### src/hdl/ptp_pkg.sv
package ptp_pkg;

    // default sizes
    localparam int NUMBER_BITS_DEF = 31;
    localparam int QUEUE_DEPTH_DEF = 2;

    // characters the template uses
    localparam logic [7:0] CH_NUL   = 8'h00;
    localparam logic [7:0] CH_TAB   = 8'h09;
    localparam logic [7:0] CH_LF    = 8'h0A;
    localparam logic [7:0] CH_SPACE = 8'h20;
    localparam logic [7:0] CH_LT    = 8'h3C;
    localparam logic [7:0] CH_GT    = 8'h3E;
    localparam logic [7:0] CH_LBR   = 8'h5B;
    localparam logic [7:0] CH_RBR   = 8'h5D;
    localparam logic [7:0] CH_ZERO  = 8'h30;
    localparam logic [7:0] CH_NINE  = 8'h39;
    localparam logic [7:0] CH_C     = 8'h63;
    localparam logic [7:0] CH_S     = 8'h73;
    localparam logic [7:0] CH_I     = 8'h69;
    localparam logic [7:0] CH_L     = 8'h6C;
    localparam logic [7:0] CH_U     = 8'h75;
    localparam logic [7:0] CH_B     = 8'h62;
    localparam logic [7:0] CH_W     = 8'h77;
    localparam logic [7:0] CH_D     = 8'h64;
    localparam logic [7:0] CH_Q     = 8'h71;

    // element type codes
    localparam logic [2:0] TY_CHAR     = 3'd0;
    localparam logic [2:0] TY_SHORT    = 3'd1;
    localparam logic [2:0] TY_INT      = 3'd2;
    localparam logic [2:0] TY_LONG     = 3'd3;
    localparam logic [2:0] TY_UNSIGNED = 3'd4;

    // byte order codes
    localparam logic [1:0] ORD_NONE   = 2'd0;
    localparam logic [1:0] ORD_LITTLE = 2'd1;
    localparam logic [1:0] ORD_BIG    = 2'd2;

    // array kinds
    localparam logic [1:0] AK_NONE   = 2'd0;
    localparam logic [1:0] AK_FIXED  = 2'd1;
    localparam logic [1:0] AK_ARGS   = 2'd2;
    localparam logic [1:0] AK_STREAM = 2'd3;

    // type letter classes
    typedef enum logic [1:0] {
        TK_NONE   = 2'd0,
        TK_PLAIN  = 2'd1,
        TK_DIGITS = 2'd2
    } t_tkind;

    typedef enum logic [2:0] {
        ST_ITEM          = 3'd0,
        ST_EMPTY_END     = 3'd1,
        ST_BAD_TYPE      = 3'd2,
        ST_NO_BITDEPTH   = 3'd3,
        ST_BAD_BITDEPTH  = 3'd4,
        ST_NO_ENDIAN     = 3'd5,
        ST_BAD_ARRAY     = 3'd6,
        ST_BAD_AFTER_NUM = 3'd7
    } t_status;

    typedef enum logic [3:0] {
        PH_TYPE        = 4'd0,
        PH_UFIRST      = 4'd1,
        PH_UDIGITS     = 4'd2,
        PH_ENDIAN      = 4'd3,
        PH_POST_ENDIAN = 4'd4,
        PH_ARR_OPEN    = 4'd5,
        PH_ARR_NUM     = 4'd6,
        PH_LEN_UFIRST  = 4'd7,
        PH_LEN_UDIGITS = 4'd8,
        PH_LEN_END     = 4'd9,
        PH_LEN_WS      = 4'd10,
        PH_LEN_CLOSE   = 4'd11,
        PH_POST_ARRAY  = 4'd12,
        PH_COUNT       = 4'd13
    } t_phase;

    // one classified template character
    typedef struct packed {
        logic       is_zero;
        logic       is_ws;
        logic       is_digit;
        logic [3:0] digit;
        logic       is_mark;
        logic [1:0] order;
        logic       is_lbr;
        logic       is_rbr;
        t_tkind     tkind;
        logic [2:0] ttype;
        logic [6:0] tdepth;
    } t_token;

    // fields of one item under construction
    typedef struct packed {
        logic [2:0]  elem_type;
        logic [1:0]  byte_order;
        logic [6:0]  bit_depth;
        logic [1:0]  array_kind;
        logic [30:0] array_length;
        logic [2:0]  length_type;
        logic [6:0]  length_bit_depth;
        logic [30:0] repeat_count;
    } t_pend;

    typedef struct packed {
        t_status status;
        t_pend   item;
        logic    last;
    } t_result;

    localparam t_pend PEND_RESET = '{
        elem_type:        TY_CHAR,
        byte_order:       ORD_NONE,
        bit_depth:        7'd0,
        array_kind:       AK_NONE,
        array_length:     31'd0,
        length_type:      TY_CHAR,
        length_bit_depth: 7'd0,
        repeat_count:     31'd1
    };

    // hop limit of one step through the phase chain
    localparam int HOPS = 8;

endpackage

### src/hdl/ptp_fifo.sv
module ptp_fifo #(
    parameter int WIDTH = 8,
    parameter int DEPTH = 2
) (
    input  logic             i_clk,
    input  logic             i_rst_n,
    input  logic             i_push,
    input  logic [WIDTH-1:0] i_data,
    output logic             o_full,
    input  logic             i_pop,
    output logic [WIDTH-1:0] o_data,
    output logic             o_empty
);

    // depth is a power of two, at least 2
    localparam int PW = $clog2(DEPTH);
    localparam int CW = $clog2(DEPTH + 1);

    logic [WIDTH-1:0] r_mem [DEPTH];
    logic [PW-1:0]    r_wr_ptr;
    logic [PW-1:0]    r_rd_ptr;
    logic [CW-1:0]    r_count;
    logic             do_push;
    logic             do_pop;

    assign o_full  = (r_count == CW'(DEPTH));
    assign o_empty = (r_count == '0);
    assign do_push = i_push && !o_full;
    assign do_pop  = i_pop && !o_empty;
    assign o_data  = r_mem[r_rd_ptr];

    always_ff @(posedge i_clk) begin
        if (do_push) begin
            r_mem[r_wr_ptr] <= i_data;
        end
    end

    always_ff @(posedge i_clk) begin
        if (!i_rst_n) begin
            r_wr_ptr <= '0;
            r_rd_ptr <= '0;
            r_count  <= '0;
        end else begin
            if (do_push) begin
                r_wr_ptr <= r_wr_ptr + 1'b1;
            end
            if (do_pop) begin
                r_rd_ptr <= r_rd_ptr + 1'b1;
            end
            case ({do_push, do_pop})
                2'b10:   r_count <= r_count + 1'b1;
                2'b01:   r_count <= r_count - 1'b1;
                default: r_count <= r_count;
            endcase
        end
    end

endmodule

### src/hdl/ptp_front.sv
module ptp_front
    import ptp_pkg::*;
(
    input  logic [7:0] i_char,
    output t_token     o_token
);

    always_comb begin
        o_token          = '0;
        o_token.is_zero  = (i_char == CH_NUL);
        o_token.is_ws    = (i_char == CH_SPACE) || (i_char == CH_TAB) || (i_char == CH_LF);
        o_token.is_digit = (i_char >= CH_ZERO) && (i_char <= CH_NINE);
        o_token.digit    = i_char[3:0];
        o_token.is_mark  = (i_char == CH_LT) || (i_char == CH_GT);
        o_token.order    = (i_char == CH_LT) ? ORD_LITTLE : ORD_BIG;
        o_token.is_lbr   = (i_char == CH_LBR);
        o_token.is_rbr   = (i_char == CH_RBR);
        o_token.tkind    = TK_NONE;
        o_token.ttype    = TY_CHAR;
        o_token.tdepth   = 7'd0;
        unique case (i_char)
            CH_C: begin
                o_token.tkind = TK_PLAIN;
                o_token.ttype = TY_CHAR;
            end
            CH_S: begin
                o_token.tkind = TK_PLAIN;
                o_token.ttype = TY_SHORT;
            end
            CH_I: begin
                o_token.tkind = TK_PLAIN;
                o_token.ttype = TY_INT;
            end
            CH_L: begin
                o_token.tkind = TK_PLAIN;
                o_token.ttype = TY_LONG;
            end
            CH_B: begin
                o_token.tkind  = TK_PLAIN;
                o_token.ttype  = TY_UNSIGNED;
                o_token.tdepth = 7'd8;
            end
            CH_W: begin
                o_token.tkind  = TK_PLAIN;
                o_token.ttype  = TY_UNSIGNED;
                o_token.tdepth = 7'd16;
            end
            CH_D: begin
                o_token.tkind  = TK_PLAIN;
                o_token.ttype  = TY_UNSIGNED;
                o_token.tdepth = 7'd32;
            end
            CH_Q: begin
                o_token.tkind  = TK_PLAIN;
                o_token.ttype  = TY_UNSIGNED;
                o_token.tdepth = 7'd64;
            end
            CH_U: begin
                o_token.tkind = TK_DIGITS;
                o_token.ttype = TY_UNSIGNED;
            end
            default: begin
                o_token.tkind = TK_NONE;
            end
        endcase
    end

endmodule

### src/hdl/ptp_back.sv
module ptp_back
    import ptp_pkg::*;
#(
    parameter int NUMBER_BITS = NUMBER_BITS_DEF
) (
    input  logic    i_clk,
    input  logic    i_rst_n,
    input  t_token  i_tok,
    input  logic    i_tok_empty,
    output logic    o_tok_pop,
    input  logic    i_res_full,
    output logic    o_res_push,
    output t_result o_res
);

    localparam int NB = NUMBER_BITS;
    localparam logic [NB-1:0] NUM_MAX = {NB{1'b1}};

    t_phase        r_phase, n_phase;
    t_pend         r_pend, n_pend;
    logic          r_pv, n_pv;
    logic [NB-1:0] r_acc, n_acc;
    logic          r_halted, n_halted;

    logic          s_rv;
    t_result       s_res;
    logic          consume;
    logic [NB-1:0] acc_grown;

    // saturating decimal accumulate
    function automatic logic [NB-1:0] acc_digit(input logic [NB-1:0] acc,
                                                 input logic [3:0]    dig);
        logic [NB+3:0] v;
        v = {1'b0, acc, 3'b000} + {3'b000, acc, 1'b0} + (NB+4)'(dig);
        if (v > {4'b0000, NUM_MAX}) begin
            return NUM_MAX;
        end
        return v[NB-1:0];
    endfunction

    function automatic logic depth_ok(input logic [NB-1:0] d);
        return (d == NB'(8)) || (d == NB'(16)) || (d == NB'(32)) || (d == NB'(64));
    endfunction

    // a digit is only ever added to the accumulator in the first phase of a step, so the
    // accumulator it grows is always the registered one
    assign acc_grown = acc_digit(r_acc, i_tok.digit);

    // next state: walks the phase chain for one character
    always_comb begin : step_comb
        logic    done;
        logic    fl;
        t_status fcode;
        n_phase  = r_phase;
        n_pend   = r_pend;
        n_pv     = r_pv;
        n_acc    = r_acc;
        n_halted = r_halted;
        s_rv     = 1'b0;
        s_res    = '0;
        done     = 1'b0;
        fl       = 1'b0;
        fcode    = ST_ITEM;
        if (r_halted) begin
            done = 1'b1;
            if (i_tok.is_zero) begin
                n_halted = 1'b0;
            end
        end
        for (int hop = 0; hop < HOPS; hop++) begin
            if (!done) begin
                unique case (n_phase)
                    PH_TYPE: begin
                        done = 1'b1;
                        if (i_tok.is_ws) begin
                            // skip
                        end else if (i_tok.is_zero) begin
                            s_rv         = 1'b1;
                            s_res.status = n_pv ? ST_ITEM : ST_EMPTY_END;
                            s_res.item   = n_pv ? n_pend : '0;
                            s_res.last   = 1'b1;
                            n_phase      = PH_TYPE;
                            n_pv         = 1'b0;
                            n_pend       = PEND_RESET;
                            n_acc        = '0;
                        end else if (i_tok.tkind == TK_NONE) begin
                            fl    = 1'b1;
                            fcode = ST_BAD_TYPE;
                        end else begin
                            if (n_pv) begin
                                s_rv         = 1'b1;
                                s_res.status = ST_ITEM;
                                s_res.item   = n_pend;
                                s_res.last   = 1'b0;
                            end
                            n_pv             = 1'b1;
                            n_pend           = PEND_RESET;
                            n_pend.elem_type = i_tok.ttype;
                            n_pend.bit_depth = i_tok.tdepth;
                            n_acc            = '0;
                            n_phase = (i_tok.tkind == TK_DIGITS) ? PH_UFIRST : PH_ENDIAN;
                        end
                    end
                    PH_UFIRST, PH_LEN_UFIRST: begin
                        done = 1'b1;
                        if (!i_tok.is_digit) begin
                            fl    = 1'b1;
                            fcode = ST_NO_BITDEPTH;
                        end else begin
                            n_acc   = NB'(i_tok.digit);
                            n_phase = (n_phase == PH_UFIRST) ? PH_UDIGITS : PH_LEN_UDIGITS;
                        end
                    end
                    PH_UDIGITS, PH_LEN_UDIGITS: begin
                        if (i_tok.is_digit) begin
                            done  = 1'b1;
                            n_acc = acc_grown;
                        end else if (!depth_ok(n_acc)) begin
                            done  = 1'b1;
                            fl    = 1'b1;
                            fcode = ST_BAD_BITDEPTH;
                        end else if (n_phase == PH_UDIGITS) begin
                            n_pend.bit_depth = n_acc[6:0];
                            n_phase          = PH_ENDIAN;
                        end else begin
                            n_pend.length_bit_depth = n_acc[6:0];
                            n_phase                 = PH_LEN_END;
                        end
                    end
                    PH_ENDIAN: begin
                        if (i_tok.is_ws) begin
                            done = 1'b1;
                        end else if (i_tok.is_mark) begin
                            done              = 1'b1;
                            n_pend.byte_order = i_tok.order;
                            n_phase           = PH_POST_ENDIAN;
                        end else if (n_pend.elem_type == TY_UNSIGNED
                                     && n_pend.bit_depth != 7'd8) begin
                            done  = 1'b1;
                            fl    = 1'b1;
                            fcode = ST_NO_ENDIAN;
                        end else begin
                            n_phase = PH_POST_ENDIAN;
                        end
                    end
                    PH_POST_ENDIAN: begin
                        if (i_tok.is_ws) begin
                            done = 1'b1;
                        end else if (i_tok.is_lbr) begin
                            done    = 1'b1;
                            n_phase = PH_ARR_OPEN;
                        end else begin
                            n_phase = PH_POST_ARRAY;
                        end
                    end
                    PH_ARR_OPEN: begin
                        done = 1'b1;
                        if (i_tok.is_digit) begin
                            n_pend.array_kind = AK_FIXED;
                            n_acc             = NB'(i_tok.digit);
                            n_phase           = PH_ARR_NUM;
                        end else if (i_tok.is_rbr) begin
                            n_pend.array_kind = AK_ARGS;
                            n_phase           = PH_POST_ARRAY;
                        end else if (i_tok.tkind == TK_NONE) begin
                            fl    = 1'b1;
                            fcode = ST_BAD_ARRAY;
                        end else begin
                            n_pend.array_kind       = AK_STREAM;
                            n_pend.length_type      = i_tok.ttype;
                            n_pend.length_bit_depth = i_tok.tdepth;
                            n_phase = (i_tok.tkind == TK_DIGITS) ? PH_LEN_UFIRST : PH_LEN_END;
                        end
                    end
                    PH_ARR_NUM: begin
                        done = 1'b1;
                        if (i_tok.is_digit) begin
                            n_acc = acc_grown;
                        end else if (!i_tok.is_rbr) begin
                            fl    = 1'b1;
                            fcode = ST_BAD_AFTER_NUM;
                        end else begin
                            n_pend.array_length = 31'(n_acc);
                            n_phase             = PH_POST_ARRAY;
                        end
                    end
                    PH_LEN_END, PH_LEN_WS: begin
                        done = 1'b1;
                        if (i_tok.is_mark) begin
                            n_phase = PH_LEN_CLOSE;
                        end else if (i_tok.is_ws) begin
                            n_phase = PH_LEN_WS;
                        end else if (n_pend.length_type == TY_UNSIGNED
                                     && n_pend.length_bit_depth != 7'd8) begin
                            fl    = 1'b1;
                            fcode = ST_NO_ENDIAN;
                        end else if (n_phase == PH_LEN_END && i_tok.is_rbr) begin
                            n_phase = PH_POST_ARRAY;
                        end else begin
                            fl    = 1'b1;
                            fcode = ST_BAD_AFTER_NUM;
                        end
                    end
                    PH_LEN_CLOSE: begin
                        done = 1'b1;
                        if (!i_tok.is_rbr) begin
                            fl    = 1'b1;
                            fcode = ST_BAD_AFTER_NUM;
                        end else begin
                            n_phase = PH_POST_ARRAY;
                        end
                    end
                    PH_POST_ARRAY: begin
                        if (i_tok.is_ws) begin
                            done = 1'b1;
                        end else if (i_tok.is_digit) begin
                            done    = 1'b1;
                            n_acc   = NB'(i_tok.digit);
                            n_phase = PH_COUNT;
                        end else begin
                            n_phase = PH_TYPE;
                        end
                    end
                    PH_COUNT: begin
                        if (i_tok.is_digit) begin
                            done  = 1'b1;
                            n_acc = acc_grown;
                        end else begin
                            n_pend.repeat_count = 31'(n_acc);
                            n_phase             = PH_TYPE;
                        end
                    end
                    default: begin
                        n_phase = PH_TYPE;
                    end
                endcase
            end
        end
        // error: report, drop the item and ignore up to the terminator
        if (fl) begin
            s_rv         = 1'b1;
            s_res.status = fcode;
            s_res.item   = '0;
            s_res.last   = 1'b1;
            n_phase      = PH_TYPE;
            n_pv         = 1'b0;
            n_pend       = PEND_RESET;
            n_acc        = '0;
            n_halted     = !i_tok.is_zero;
        end
    end

    // outputs: one character per cycle while the result queue has room
    always_comb begin
        consume    = !i_tok_empty && !i_res_full;
        o_tok_pop  = consume;
        o_res_push = consume && s_rv;
        o_res      = s_res;
    end

    always_ff @(posedge i_clk) begin
        if (!i_rst_n) begin
            r_phase  <= PH_TYPE;
            r_pend   <= PEND_RESET;
            r_pv     <= 1'b0;
            r_acc    <= '0;
            r_halted <= 1'b0;
        end else if (consume) begin
            r_phase  <= n_phase;
            r_pend   <= n_pend;
            r_pv     <= n_pv;
            r_acc    <= n_acc;
            r_halted <= n_halted;
        end
    end

    a_err_last: assert property (@(posedge i_clk) disable iff (!i_rst_n)
        (o_res_push && o_res.status != ST_ITEM) |-> o_res.last)
        else $error("non-item result without last");

    a_err_fields: assert property (@(posedge i_clk) disable iff (!i_rst_n)
        (o_res_push && o_res.status != ST_ITEM) |-> (o_res.item == '0))
        else $error("non-item result carries item fields");

    a_halt_quiet: assert property (@(posedge i_clk) disable iff (!i_rst_n)
        (consume && r_halted) |-> !o_res_push)
        else $error("result produced while skipping after an error");

    a_halt_set: assert property (@(posedge i_clk) disable iff (!i_rst_n)
        (o_res_push && o_res.status != ST_ITEM && o_res.status != ST_EMPTY_END
         && !i_tok.is_zero) |=> r_halted)
        else $error("error did not start skipping");

endmodule

### src/hdl/pack_template_parser.sv
// Binary-pack template parser. Template characters arrive one per beat on the
// push/full side, with byte 0 ending a template; parsed items and status codes
// leave on the empty/pop side, oldest first. The front classifies each
// character (whitespace, digit, endian mark, bracket, type letter) and writes
// it into a small token queue; the back pulls one token per cycle, walks the
// parse phases and writes at most one result per token into the result queue.
// Throughput is one character per clock as long as results are popped; the
// back holds its token whenever the result queue is full, even for a character
// that gives no result. The token of the character completing a result waits in
// the registered token queue, and the result is written into the registered
// result queue, whose oldest entry drives the output ports.
// An item is reported when the next type letter or the terminator arrives.
// After an error the back drops every character up to and including the next
// 0 without a result. Number fields saturate at 2^NUMBER_BITS - 1.
module pack_template_parser
    import ptp_pkg::*;
#(
    parameter int NUMBER_BITS = NUMBER_BITS_DEF,
    parameter int QUEUE_DEPTH = QUEUE_DEPTH_DEF
) (
    input  logic        i_clk,
    input  logic        i_rst_n,
    input  logic        push,
    output logic        full,
    input  logic [7:0]  i_template_char,
    output logic        empty,
    input  logic        pop,
    output logic [2:0]  o_status,
    output logic [2:0]  o_elem_type,
    output logic [1:0]  o_byte_order,
    output logic [6:0]  o_bit_depth,
    output logic [1:0]  o_array_kind,
    output logic [30:0] o_array_length,
    output logic [2:0]  o_length_type,
    output logic [6:0]  o_length_bit_depth,
    output logic [30:0] o_repeat_count,
    output logic        o_last
);

    localparam int TOK_W = $bits(t_token);
    localparam int RES_W = $bits(t_result);

    t_token  front_tok;     // classified character, before the queue
    t_token  back_tok;      // oldest queued token
    logic    tok_empty;
    logic    tok_pop;
    logic    res_full;
    logic    res_push;
    t_result res_in;
    t_result res_out;

    // front: classify the incoming character
    ptp_front u_front (
        .i_char  (i_template_char),
        .o_token (front_tok)
    );

    // token queue between front and back
    ptp_fifo #(
        .WIDTH (TOK_W),
        .DEPTH (QUEUE_DEPTH)
    ) u_tok_q (
        .i_clk   (i_clk),
        .i_rst_n (i_rst_n),
        .i_push  (push),
        .i_data  (front_tok),
        .o_full  (full),
        .i_pop   (tok_pop),
        .o_data  (back_tok),
        .o_empty (tok_empty)
    );

    // back: phase machine, pending item and digit accumulator
    ptp_back #(
        .NUMBER_BITS (NUMBER_BITS)
    ) u_back (
        .i_clk       (i_clk),
        .i_rst_n     (i_rst_n),
        .i_tok       (back_tok),
        .i_tok_empty (tok_empty),
        .o_tok_pop   (tok_pop),
        .i_res_full  (res_full),
        .o_res_push  (res_push),
        .o_res       (res_in)
    );

    // result queue, seen by the user as the output side
    ptp_fifo #(
        .WIDTH (RES_W),
        .DEPTH (QUEUE_DEPTH)
    ) u_res_q (
        .i_clk   (i_clk),
        .i_rst_n (i_rst_n),
        .i_push  (res_push),
        .i_data  (res_in),
        .o_full  (res_full),
        .i_pop   (pop),
        .o_data  (res_out),
        .o_empty (empty)
    );

    // unpack the oldest result onto the ports
    assign o_status           = res_out.status;
    assign o_elem_type        = res_out.item.elem_type;
    assign o_byte_order       = res_out.item.byte_order;
    assign o_bit_depth        = res_out.item.bit_depth;
    assign o_array_kind       = res_out.item.array_kind;
    assign o_array_length     = res_out.item.array_length;
    assign o_length_type      = res_out.item.length_type;
    assign o_length_bit_depth = res_out.item.length_bit_depth;
    assign o_repeat_count     = res_out.item.repeat_count;
    assign o_last             = res_out.last;

endmodule
### config.mk
export PLATFORM = sky130hd
export DESIGN_NAME = pack_template_parser
export DESIGN_NICKNAME = d
export VERILOG_FILES = /design/src/hdl/ptp_pkg.sv /design/src/hdl/ptp_fifo.sv /design/src/hdl/ptp_front.sv /design/src/hdl/ptp_back.sv /design/src/hdl/pack_template_parser.sv
export SDC_FILE = /design/constraint.sdc
export NUM_CORES = 2
export LEC_CHECK = 0
export BUFFER_PORTS_ARGS = -buffer_cell sky130_fd_sc_hd__buf_2
export CAP_MARGIN = 10
export CORE_MARGIN = 2
export CORE_UTILIZATION = 30
export DETAILED_ROUTE_END_ITERATION = 10
export PLACE_DENSITY_LB_ADDON = 0.08
export REMOVE_ABC_BUFFERS = 1
export SYNTH_ARGS = -nofsm -noshare
export SYNTH_HDL_FRONTEND = slang
export SYNTH_SLANG_ARGS = --single-unit
### constraint.sdc
create_clock -name i_clk -period 24.4 [get_ports i_clk]
set_clock_uncertainty 0.2 [all_clocks]
set_input_delay 4.88 -clock i_clk [delete_from_list [all_inputs] [get_ports i_clk]]
set_output_delay 4.88 -clock i_clk [all_outputs]
set_load 0.03 [all_outputs]
After elaboration in Yosys (flattened, before gate mapping)
Memories as Yosys holds them, arrays and structs flattened. A register that Yosys moved wholly into a read port is not among the register bits.
Index checks and enable logic that the tools add are counted.
{"block": "word_totals", "output_inout_bits": 92, "ff_bits": 131, "latchBits": 0, "romBits": 0, "ram_bits": 228, "word_cells": 1392, "n_memories": 2}
{"name": "u_res_q.r_mem", "words": 2, "word_bits": 90, "rd": 1, "rd_ports_with_merged_regs": 1, "write_ports": 1, "line": "ptp_fifo.sv:19", "source": "logic [WIDTH-1:0] r_mem [DEPTH];"}
{"name": "u_tok_q.r_mem", "words": 2, "word_bits": 24, "rd": 1, "rd_ports_with_merged_regs": 1, "write_ports": 1, "line": "ptp_fifo.sv:19"}
{"block": "op_classes", "magnitude_cmp": 3, "reduce_logical": 126, "n_addsub": 10, "multipliers": 0, "eq_ne": 191, "mux": 1042, "bitwise_logic": 0, "n_div": 0, "n_shift": 0}
{"op": "$mux W90", "count": 48}
{"op": "$mux W86", "count": 41}
{"op": "$mux W31", "count": 83}
{"op": "$pmux W31 S2", "count": 16}
{"op": "$pmux W31 S4", "count": 8}
{"op": "$mux W4", "count": 196}
{"op": "$mux W3", "count": 158}
{"op": "$pmux W4 S11", "count": 8}
{"op": "$mux W7", "count": 48}
{"op": "$mux W1", "count": 299}
{"op": "$eq A31 B4 Y1 const B", "count": 8}
{"op": "$eq A31 B5 Y1 const B", "count": 8}
{"op": "$eq A31 B6 Y1 const B", "count": 8}
{"op": "$eq A31 B7 Y1 const B", "count": 8}
{"op": "$mux W10", "count": 24}
{"op": "$eq A4 B4 Y1 const B", "count": 48}
{"op": "$pmux W3 S8", "count": 8}
{"op": "$pmux W7 S3", "count": 8}
{"op": "$eq A4 B3 Y1 const B", "count": 32}
{"op": "$ne A7 B4 Y1 const B", "count": 16}
{"op": "$pmux W7 S2", "count": 8}
{"op": "$eq A8 B7 Y1 const B", "count": 11}
{"op": "$mux W2", "count": 44}
{"op": "$mux W87", "count": 1}
{"op": "other kinds (33)", "count": 235}

Logic depth before layout (Yosys ltp)
{"block": "logic_depth", "depth_word": 69, "mapped_depth": 34}

By module
From an unflattened synthesis, not the netlist that was laid out.
{"block": "unflattened", "hier_cells": 3422, "hier_area_um2": 28001.9}
{"module": "ptp_back", "cells_per_inst": 2954, "seq_area_each_um2": 2462.4, "area_per_inst_um2": 18913.1, "n_inst": 1}
{"module": "ptp_fifo (u_res_q)", "cells_per_inst": 306, "seq_area_each_um2": 5505.3, "area_per_inst_um2": 6705.2, "n_inst": 1}
{"module": "ptp_fifo (u_tok_q)", "cells_per_inst": 101, "seq_area_each_um2": 1541.5, "area_per_inst_um2": 1963.1, "n_inst": 1}
{"module": "ptp_front", "cells_per_inst": 61, "seq_area_each_um2": 0.0, "area_per_inst_um2": 420.4, "n_inst": 1}

Least setup slack after synthesis
OpenSTA, ideal clock, no wires.
{"block": "synth_timing", "path_kind": "reg2reg", "startpoint": "register (tool-made name)", "endpoint": "memory u_res_q.r_mem[0][0] (netlist bit), enable pin", "synth_period_minus_slack_ns": 11.330, "required_ns": 23.650, "slack_ns": 13.070, "path_stages_with_launch": 28, "t_arrival_ns": 10.580, "setup_time_ns": 0.550, "path_cell_list": "dfxtp_1 buf_2 buf_2 clkbuf_1 buf_2 buf_1 buf_1 mux2i_1 fa_1 inv_1 ha_1 a211oi_1 nor4b_1 nor3b_1 a211oi_1 or3_1 a22oi_1 clkbuf_1 nand2_1 a221oi_1 xnor2_1 o211ai_1 a31oi_1 a21oi_1 nor3_1 o21ai_0 a21oi_1 nor2b_1"}
{"element": "to (decl)", "line": "ptp_fifo.sv:19"}

==> summary.md <==
| Metric | Value |
|---|---|
| Kind of start point of the critical path | flip-flop |
| Met3 usage | 4.87% |
| Async S/R FF share, synth | 0% |
| DR iter-0 viols | 3,947 |
| Num CTS Buffers | 44 |
| Fin. Hold Viols | 0 |
| Total clock sinks | 355 |
| Vias in the first global route | 26,300 |
| Max Cap Viol | 0 |
| Leakage Power | 10.5 nW |
| Status | completed |
| First-pass GRT wire length | 193,000 µm |
| Clk root buf | clkbuf_16 |
| Vias | 28,100 |
| Worst-margin pin slew | 1.15 ns |
| Met2 Track Usage GR | 43.2% |
| Hold_buf cts | 0 |
| Share of post-route cells with drive strength above 1 | 14.7% |
| Peak VDD IR | 0.0000753 V |
| Final setup fails | 0 |
| Crit path max fanout | 61 |
| CP arrival | 9.22 ns |
| Setup crit end kind | flip-flop |
| CTS tree | yes |
| Ys flop type | edfxtp_1 |
| Busiest grt layer | met2 |
| Average size of a mapped cell | 8.28 µm² |
| Yosys reg bits | 355 |
| Row Count | 108 |
| Final WL | 135,000 µm |
| Antenna violations before repair | 6 |
| Ys Warns | 0 |
| Area share of the largest cell type after synthesis | 25.4% |
| Cell Area, Synth | 26,300 µm² |
| Max H-tree Level | 2 |
| Met1 GRT Util | 41.9% |
| Distinct cells, synth | 104 |
| DRT antenna net count | 0 |
| Fraction of the yosys area taken by sequential cells | 35.5% |
| DRT Pass-1 Iters | 6 |
| Total Neg Setup Slack | 0 ns |
| Fin. max-slew vios | 0 |
| I/O pins | 104 |
| Fillers | 9,140 |
| Die ar. | 90,000 µm² |
| Final worst-path cycle share | 37.7% |
| Initial Util | 30.3% |
| Number of port buffers | 103 |
| DR DRC count | 0 |
| Die height | 300 µm |
| Largest net degree at the start of global routing | 74 |
| Die W | 300 µm |
| Post-route setup slack | 15.20 ns |
| Vias/cell | 6.44 |
| RSZ-0062 raised after global routing | false |
| Worst-path clk slew | 0.06 ns |
| Non-Filler Instances | 4,370 |
| Kind of critical path | reg -> reg |
| NumNets Final | 3,254 |
| Data required, critical path | 24.42 ns |
| Slew Limit Headroom | 23.1% |
| GP Congestion | 0.961 |
| # resized after CTS | 0 |
| Total global routing overflow | 0 |
| DP Worst Slack | 15.26 ns |
| Post-CTS Setup Inserts | 0 |
| Worst-case clock buffer depth | 3 |
| Pwr/cell area | 96.7 nW/µm² |
| CORE AREA | 86,800 µm² |
| Clk Latency, worst-skew pair | 0.61 ns |
| GRT Total Usage | 29.0% |
| Fmax | 0.109 GHz |
| Pwr Total | 2.87 mW |
| Number of synthesized flops with an enable pin | 222 |
| Crit path time final | 9.20 ns |
| Area grow syn2layout | 12.8% |
| Synth top area cells | edfxtp_1 25%, dfxtp_1 10%, a21oi_1 6.7% |
| Largest area contributor in the netlist | edfxtp_1 |
| Hold Crit Class | reg -> reg |
| Placed cells | 4,286 |
| Syn Inst Count | 3,174 |
| Avg WL per Cell | 30.9 µm |
| Post-DP HPWL | 95,300 µm |
[critical path, stage by stage, from the launching register on]
cell	delay, ns
dfxtp_2	0.31
buf_4	0.50
mux2i_1	0.51
fa_1	0.53
inv_1	0.09
ha_1	0.24
a211oi_1	0.40
nor4b_1	0.12
nor3b_1	0.64
a211oi_1	0.22
or3_1	0.34
a22oi_1	0.18
buf_4	0.23
nand3_1	0.55
o221ai_1	0.44
or4bb_1	0.50
nor4_1	0.44
a31oi_1	0.21
a21oi_1	0.53
nor3_1	0.14
o21ai_0	0.21
a21oi_1	0.22
nor2b_4	0.19
buf_4	0.26
buf_4	0.43
[state kept, by name, summed over array words and instances, names as in the netlist, 2 cells and up, named ones only]
| register | cells |
|---|---|
| u_back.r_acc | 31 |
| u_tok_q.r_mem | 42 |
| u_res_q.r_mem | 180 |
| u_back.r_phase | 4 |
| u_res_q.r_count | 2 |
| u_back.r_pend | 86 |
| u_tok_q.r_count | 2 |
[report_power, final]
part           switching (mW)  total (mW)  leakage, nW  internal, mW
clock network           0.281       0.670        0.716         0.389
logic                    1.07        1.44         6.67         0.367
registers              0.0354       0.760         3.07         0.724
total                    1.39        2.87         10.5          1.48
[cell usage after synthesis, types with 17 or more instances]
cell type / instances
a211oi_1: 31
a21o_1: 18
a21oi_1: 351
a221oi_1: 25
a22o_1: 90
a22oi_1: 73
a31oi_1: 58
and2_1: 39
and3_1: 24
buf_1: 18
buf_2: 19
clkbuf_1: 207
dfxtp_1: 133
edfxtp_1: 222
ha_1: 63
inv_1: 35
mux2_2: 104
mux2i_1: 22
nand2_1: 329
nand2b_1: 19
nand3_1: 56
nand4_1: 21
nor2_1: 301
nor2b_1: 30
nor3_1: 82
nor4_1: 22
o211ai_1: 40
o21ai_0: 270
o21ai_1: 18
o221ai_1: 28
o22ai_1: 54
o31ai_1: 24
or2_2: 25
or3_1: 19
xnor2_1: 19
xor2_1: 17
[metal layers]
layer | vias to the layer above | part of all wire (%)
li1 | 12200 | -
met1 | 14000 | 45
met2 | 1578 | 43
met3 | 276 | 8.5
met4 | 6 | 3.8
met5 | - | 0.030
[cell usage in the layout, fill, tap and decap left out, types with 16 or more instances in the layout]
master / count
o21ai_1: 19
a22oi_1: 72
and3_1: 24
buf_4: 103
o22ai_1: 51
o31ai_1: 23
o221ai_1: 28
ha_1: 63
a21o_1: 17
o21ai_0: 269
a21oi_1: 349
nand3_1: 56
a31oi_1: 58
nand2b_1: 19
a22o_1: 90
a211oi_1: 31
o211ai_1: 40
xnor2_1: 19
mux2_2: 104
or2_2: 25
a222oi_1: 16
nor4_1: 21
and2_1: 37
a221oi_1: 25
nand4_1: 21
nor3_1: 81
dfxtp_1: 131
buf_2: 103
edfxtp_1: 222
a21boi_0: 16
nor2b_1: 29
or3_1: 19
clkbuf_16: 45
nand2_1: 327
xor2_1: 17
nor2_1: 297
inv_1: 35
mux2i_1: 20
[logic make-up after synthesis]
logic type | count (synthesis) | synth area share (%)
AOI/OAI and AO/OA | 1293 | 32.6
buffers and inverters | 286 | 4.30
and+or+nand+nor | 1013 | 18.0
adders and majority gates | 65 | 3.15
xor gates and xnor gates | 36 | 1.20
DFF | 355 | 35.5
muxes | 126 | 5.29
[final timing paths]
kind                          start  slack (ns)                  end  cells after the start
setup / recovery          flip-flop       15.20  u_res_q.r_mem[0][8]                     24
hold / removal    u_back.r_pend[76]        0.26    u_back.r_pend[76]                      2
setup reg to reg          flip-flop       15.20  u_res_q.r_mem[0][8]                     24
hold reg to reg   u_back.r_pend[76]        0.26    u_back.r_pend[76]                      2
[through the flow]
step	hold WS, ns	area (µm²)	utilization, %
after global placement	0.261	28200	32.5
after detailed placement	0.257	28200	32.5
after floorplan	0.231	25300	-
final	0.264	29700	34.2
after global routing	0.294	29600	34.2
after CTS	0.264	29600	34.2
[final cells by class]
| cell class | instances | area, µm² | share of cell area, % |
|---|---|---|---|
| inverters | 36 | 135 | 0.456 |
| repair buffers | 207 | 1300 | 4.38 |
| multi-input cells | 2533 | 16000 | 53.9 |
| flip-flops and latches | 355 | 9330 | 31.5 |
| well taps | 1155 | 1450 | 4.87 |
| diodes | 2 | 5.00 | 0.0169 |
| clock inverters | 21 | 218 | 0.734 |
| clock buffers | 61 | 1240 | 4.17 |
Power figures use the tool's default switching activity.
